File: src/sv/stable_priority_queue_macros.svh
// Assertion macros for the stable priority queue.
// Used by the top level; expects clk and arst_n in scope.
`ifndef STABLE_PRIORITY_QUEUE_MACROS_SVH
`define STABLE_PRIORITY_QUEUE_MACROS_SVH

// Check that the consequent holds in the same cycle as the antecedent.
`define SPQ_ASSERT_NOW(lbl, ante, cons, msg) \
	lbl: assert property (@(posedge clk) disable iff (!arst_n) (ante) |-> (cons)) \
		else $error(msg);

// Check that the consequent holds in the cycle after the antecedent.
`define SPQ_ASSERT_NEXT(lbl, ante, cons, msg) \
	lbl: assert property (@(posedge clk) disable iff (!arst_n) (ante) |=> (cons)) \
		else $error(msg);

`endif

File: src/sv/spq_pkg.sv
// Shared types, widths and codes for the stable priority queue.
// No dependencies.
`default_nettype none

package spq_pkg;

	localparam int CAPACITY = 16;
	localparam int CNT_W    = $clog2(CAPACITY + 1);
	localparam int TAG_W    = 16;
	localparam int AGE_W    = 8;
	localparam int PRI_W    = 2;
	localparam int OCC_W    = 5;
	localparam int ST_W     = 2;
	localparam int S_DATA_W = 32;
	localparam int M_DATA_W = 32;

	typedef enum logic {
		CMD_ENQ = 1'b0,
		CMD_DEQ = 1'b1
	} cmd_t;

	typedef enum logic [ST_W-1:0] {
		ST_ENQUEUED = 2'd0,
		ST_DEQUEUED = 2'd1,
		ST_EMPTY    = 2'd2,
		ST_FULL     = 2'd3
	} status_t;

	typedef struct packed {
		logic [TAG_W-1:0] tag;
		logic [AGE_W-1:0] age;
		logic [PRI_W-1:0] pri;
	} entry_t;

	// Broadcast to every cell in the row.
	typedef struct packed {
		logic   enq;
		logic   deq;
		entry_t ins;
	} cell_ctl_t;

endpackage

`default_nettype wire

File: src/sv/spq_cell.sv
// One slot of the sorted queue row: holds one entry, compares it against the
// incoming entry and shifts toward either neighbor. Depends on spq_pkg.
`default_nettype none

module spq_cell (
	input  wire logic              clk,
	input  wire spq_pkg::cell_ctl_t ctl,
	input  wire logic              occupied,
	input  wire logic              prev_keep,
	input  wire spq_pkg::entry_t   prev_entry,
	input  wire spq_pkg::entry_t   next_entry,
	output logic                   keep,
	output spq_pkg::entry_t        entry
);

	spq_pkg::entry_t entry_q;

	// Stay in place when the new entry sorts behind this one.
	assign keep  = occupied && (entry_q.pri <= ctl.ins.pri);
	assign entry = entry_q;

	always_ff @(posedge clk) begin
		priority if (ctl.deq) begin
			entry_q <= next_entry;
		end else if (ctl.enq && !keep) begin
			if (prev_keep) begin
				entry_q <= ctl.ins;
			end else begin
				entry_q <= prev_entry;
			end
		end
	end

endmodule

`default_nettype wire

File: src/sv/stable_priority_queue.sv
// Stable priority queue: a row of CAPACITY cells kept sorted by priority code.
// A result beat is shown in the cycle after its input beat is accepted.
// Throughput: one operation per cycle while the result side is not stalled;
// every cell compares and shifts at once, so the cell update sets the rate.
// Reset clears the entry count and the output valid; stored entries are not
// cleared and only entries below the count are ever read.
`default_nettype none
`include "stable_priority_queue_macros.svh"

module stable_priority_queue (
	input  wire logic                         clk,
	input  wire logic                         arst_n,
	// Input beats
	input  wire logic                         s_tvalid,
	output logic                              s_tready,
	// [15:0] name_tag, [23:16] age, [25:24] priority_req, [31:26] zero
	input  wire logic [spq_pkg::S_DATA_W-1:0] s_tdata,
	// [0] command
	input  wire logic                         s_tuser,
	// Result beats
	output logic                              m_tvalid,
	input  wire logic                         m_tready,
	// [15:0] out_tag, [23:16] out_age, [25:24] out_priority,
	// [30:26] occupancy, [31] zero
	output logic [spq_pkg::M_DATA_W-1:0]      m_tdata,
	// [1:0] status
	output logic [spq_pkg::ST_W-1:0]          m_tuser
);

	localparam int N = spq_pkg::CAPACITY;
	localparam logic [spq_pkg::CNT_W-1:0] CNT_FULL = spq_pkg::CNT_W'(N);
	localparam logic [spq_pkg::CNT_W-1:0] CNT_TWO  = spq_pkg::CNT_W'(2);

	// Entry count and output register.
	logic [spq_pkg::CNT_W-1:0] count_q;
	logic                      out_valid_q;
	spq_pkg::status_t          out_status_q;
	spq_pkg::entry_t           out_entry_q;
	logic [spq_pkg::OCC_W-1:0] out_occ_q;

	logic                      accept;
	logic                      full;
	logic                      empty;
	logic                      is_deq;
	logic                      enq_ok;
	logic                      deq_ok;
	spq_pkg::cell_ctl_t        ctl;
	spq_pkg::entry_t           in_entry;
	logic [spq_pkg::CNT_W-1:0] count_nxt;
	logic                      res_no_entry;

	spq_pkg::entry_t           entry_w [N];
	logic                      keep_w  [N];
	logic                      occ_w   [N];

	// Take a new beat whenever the output register is free or being drained.
	assign s_tready = !out_valid_q || m_tready;
	assign accept   = s_tvalid && s_tready;

	assign full   = (count_q == CNT_FULL);
	assign empty  = (count_q == '0);
	assign is_deq = (spq_pkg::cmd_t'(s_tuser) == spq_pkg::CMD_DEQ);
	assign enq_ok = accept && !is_deq && !full;
	assign deq_ok = accept && is_deq && !empty;

	assign in_entry.tag = s_tdata[15:0];
	assign in_entry.age = s_tdata[23:16];
	assign in_entry.pri = s_tdata[25:24];

	assign ctl.enq = enq_ok;
	assign ctl.deq = deq_ok;
	assign ctl.ins = in_entry;

	always_comb begin
		count_nxt = count_q;
		if (enq_ok) begin
			count_nxt = count_q + 1'b1;
		end else if (deq_ok) begin
			count_nxt = count_q - 1'b1;
		end
	end

	// Cell row: head at index zero. Each cell looks at its left neighbor's
	// keep decision to find the insertion point, and pulls from the right
	// on a dequeue.
	for (genvar i = 0; i < N; i++) begin : g_cell
		logic            prev_keep;
		spq_pkg::entry_t prev_entry;
		spq_pkg::entry_t next_entry;

		assign occ_w[i] = (spq_pkg::CNT_W'(i) < count_q);

		if (i == 0) begin : g_head
			assign prev_keep  = 1'b1;
			assign prev_entry = in_entry;
		end else begin : g_body
			assign prev_keep  = keep_w[i-1];
			assign prev_entry = entry_w[i-1];
		end

		if (i == N - 1) begin : g_tail
			assign next_entry = entry_w[i];
		end else begin : g_inner
			assign next_entry = entry_w[i+1];
		end

		spq_cell u_cell (
			.clk        (clk),
			.ctl        (ctl),
			.occupied   (occ_w[i]),
			.prev_keep  (prev_keep),
			.prev_entry (prev_entry),
			.next_entry (next_entry),
			.keep       (keep_w[i]),
			.entry      (entry_w[i])
		);
	end

	always_ff @(posedge clk or negedge arst_n) begin
		if (!arst_n) begin
			count_q     <= '0;
			out_valid_q <= 1'b0;
		end else begin
			count_q <= count_nxt;
			if (accept) begin
				out_valid_q <= 1'b1;
			end else if (m_tready) begin
				out_valid_q <= 1'b0;
			end
		end
	end

	// Result payload: load on every accepted beat, hold while stalled.
	// Only a dequeue that finds an entry returns a payload; zero it otherwise.
	always_ff @(posedge clk) begin
		if (accept) begin
			out_entry_q <= deq_ok ? entry_w[0] : '0;
			out_occ_q   <= spq_pkg::OCC_W'(count_nxt);
			if (is_deq) begin
				if (empty) begin
					out_status_q <= spq_pkg::ST_EMPTY;
				end else begin
					out_status_q <= spq_pkg::ST_DEQUEUED;
				end
			end else begin
				if (full) begin
					out_status_q <= spq_pkg::ST_FULL;
				end else begin
					out_status_q <= spq_pkg::ST_ENQUEUED;
				end
			end
		end
	end

	assign m_tvalid = out_valid_q;
	assign m_tuser  = out_status_q;
	assign m_tdata  = {1'b0, out_occ_q, out_entry_q.pri, out_entry_q.age, out_entry_q.tag};

	// Checks
	assign res_no_entry = out_valid_q && (out_status_q != spq_pkg::ST_DEQUEUED);

	`SPQ_ASSERT_NOW(a_count_bound, 1'b1, count_q <= CNT_FULL, "entry count above capacity")
	`SPQ_ASSERT_NEXT(a_enq_count, enq_ok, count_q == $past(count_q) + 1'b1, "count did not grow")
	`SPQ_ASSERT_NOW(a_zero_payload, res_no_entry, out_entry_q == '0, "payload without dequeue")
	`SPQ_ASSERT_NOW(a_head_order, count_q >= CNT_TWO, entry_w[0].pri <= entry_w[1].pri, "head order")

endmodule

`default_nettype wire

File: config.mk
export PLATFORM = sky130hd
export DESIGN_NAME = stable_priority_queue
export DESIGN_NICKNAME = d
export VERILOG_FILES = /design/src/sv/spq_pkg.sv /design/src/sv/spq_cell.sv /design/src/sv/stable_priority_queue.sv
export VERILOG_INCLUDE_DIRS = /design/src /design/src/sv
export SDC_FILE = /design/constraint.sdc
export NUM_CORES = 1
export LEC_CHECK = 0
export ABC_CLOCK_PERIOD_IN_PS = 4400
export BUFFER_PORTS_ARGS = -buffer_cell sky130_fd_sc_hd__buf_2
export CAP_MARGIN = 20
export CORE_ASPECT_RATIO = 0.7
export CORE_UTILIZATION = 45
export DETAILED_ROUTE_END_ITERATION = 6
export REMOVE_ABC_BUFFERS = 1
export SETUP_SLACK_MARGIN = 0.5
export SYNTH_ARGS = -nofsm -noshare
export SYNTH_HDL_FRONTEND = slang
export SYNTH_SLANG_ARGS = --single-unit
File: constraint.sdc
create_clock -name clk -period 4.4 [get_ports clk]
set_input_delay 0.88 -clock clk [delete_from_list [all_inputs] [get_ports clk]]
set_output_delay 0.88 -clock clk [all_outputs]
set_load 0.01 [all_outputs]
==> reports/metrics.yaml <==
endpoint_kind: "flop"
hold_violations: 0
slew_headroom: 0.332
grt_usage: 0.232
grt_max_degree: 219
clockBufferDepth: 3
met3WireLength_um: 3670
synth_xor_area_frac: 0.00181
place_area_um2: 25100
initial_utilization: 0.459
clock-sinks: 455
syn_area_per_cell_um2: 9.67
synth_top_family_by_area: "compound AO/OA/AOI/OAI gates"
synthSimpleGateAreaFrac: 0.156
dpl.hpwl_um: 44400
synthMuxAreaShare: 0.0125
core_um2: 52600
grt_pass1_wl_um: 106000
fmax_ghz: 0.310
synthArstFlopShare: 0.0132
cp.arrival_ps: 3490
post_cts_resized: 0
synth-edff-count: 449
timing.max_cap.violations: 0
cts_hold_buf: 0
h-tree-depth: 2
rsz0062_at_grt: "no"
syn_inst: 2501
worstPathMaxFanout: 218
overflow: 0
worstSetupPathType: "flop to flop"
std_cell_rows: 70
die_area_um2: 54700
cp-start-kind: "flop"
period_share: 0.733
finClkSkew_ps: 21.4
setup_viol: 0
status: "completed"
clkTransAtPathRegs_ps: 60
route.met2.wl_um: 28600
vdd_drop_max_uv: 361
n_fill_cell: 4819
ys_ff_latch: 455
io_buffer_count: 65
tightest_slew_ps: 1000
areaGrowthSynthToFinish_pct: 10.5
yosysWarnings: 0
die_x_um: 279
drcViolationCount: 0
n_antenna_cell: 0
final_cell_mix: "edfxtp_1 (449), o21ai_0 (380), nor2_1 (370)"
drive_gt1_frac: 0.112
netlist_area_um2: 24200
critPathSlowestCell: "buf_12"
synth-compound-area-share: 0.200
via_per_inst: 6.25
ys_seq_area_frac: 0.564
cts_tree: "done"
topRoutingLayerUsed: "met4"
drt-total-wl_um: 64300
drt-wirelength-per-cell_um: 20.1
crit_top_cell: "buf_12"
grt_antenna_before_repair: 0
ant_nets: 0
post-cts-setup-buffers: 0
first_pass_iters: 7
slew_viol_final: 0
timing.setup.tns_ps: 0
period_needed_ps: 3220
critical_path.cell_chain: "inv_1, ha_1, or3b_4, o2111ai_4, buf_12, buf_12, a31oi_1"
leakagePower_uw: 0.00925
yosys.area_share.adder: 0.0186
grt_pass1_vias: 20100
powerDensity_nw_per_um2: 674
cts_made_buffers: 48
hold_class: "input pin to async pin"
clk_latency_ps: 590
dieHeight_um: 196
final_common_cell: "edfxtp_1"
place.gp.congestion: 0.787
required_ps: 4670
via_count: 20000
wl_met1_um: 31200
cts-root-buf: "clkbuf_16"
io_pins: 73
postLayoutCellArea_um2: 26700
nets: 2522
critical_path.max_stage_delay_ps: 620
synth.distinct_cells: 43
dr.first_iter.drc_count: 1915
synthFlopType: "edfxtp_1"
-- state kept, by name, summed over array words and instances (netlist names) --
register             cells
m_tdata                 26
count_q                  5
g_cell.u_cell.entry    416
m_tuser                  2
m_tvalid                 1
out_occ_q                5
-- metrics by stage --
step           cells   util  worst slack, ps  total power, uW  hold WS [ps]
3_3_place_gp    3114  0.476              957            13400           534
5_1_grt         3206  0.508             1000            19100           118
3_5_place_dp    3114  0.476              866            13700           535
6_report        3206  0.508             1180            18000           126
2_1_floorplan   2252      -           -17780            11800           503
4_1_cts         3201  0.506             1250            17900           106
-- kinds of logic (layout without fill, tap and decap cells) --
logic type               after synthesis  in the layout
multiplexers                          27             27
adder cells (fa/ha/maj)               36             36
AO/OA/AOI/OAI                        853            853
XOR/XNOR                               5              5
buffers and inverters                269            254
AND/OR/NAND/NOR                      855            855
flip-flops                           455            455
other                                  1              1
-- synthesized netlist by cell type, drive strengths merged, types with 17 or more instances --
library cell	number	area share
a21oi	59	0.013
a31oi	367	0.095
mux2	26	0.012
buf	99	0.021
nand3	314	0.065
nor2	371	0.058
inv	20	0.0031
ha	36	0.019
and2	27	0.0070
edfxtp	449	0.56
o21ai	398	0.083
nor2b	17	0.0044
nand2	111	0.017
clkbuf	150	0.023
-- path summary, 6_finish.rpt --
check                                            from                          to  slack (ps)  depth (start not counted)
min reg2reg                g_cell[0].u_cell.entry[10]                  m_tdata[0]         550                          1
max in group asynchronous                      arst_n                  count_q[1]        4120                          1
min                                            arst_n                  count_q[3]         130                          1
max reg2reg                                count_q[1]  g_cell[3].u_cell.entry[24]        1180                          7
max                                        count_q[1]  g_cell[3].u_cell.entry[24]        1180                          7
min in group clk           g_cell[0].u_cell.entry[10]                  m_tdata[0]         550                          1
-- where the power goes --
group | internal, uW | switching (uW)
logic | 2250 | 4500
registers | 6510 | 565
clock network | 2420 | 1760
-- per-layer routing --
| layer | GRT usage | vias to the layer above |
|---|---|---|
| li1 | - | 9277 |
| met1 | 0.354 | 10000 |
| met2 | 0.353 | 649 |
| met3 | 0.0291 | 82 |
| met4 | 0.0472 | 0 |
| met5 | 0 | - |
-- worst max-delay path: cells and delay by family, from the launching register on --
family          cells  cell delay, ps
flops               1             540
fa+ha+maj           1             190
compound gates      2             420
buf+inv             3            1150
simple gates        1             420
-- cell type report --
cell class                      count  area [um^2]  share of cell area
Multi-Input combinational cell   1777         9510               0.356
Clock buffer                       59         1280              0.0481
Sequential cell                   455        13600               0.510
Timing Repair Buffer              147         1030              0.0385
Inverter                           20         75.1             0.00281
Clock inverter                     28          300              0.0112
Tap cell                          720          901              0.0337
Power figures use the tool's default switching activity.
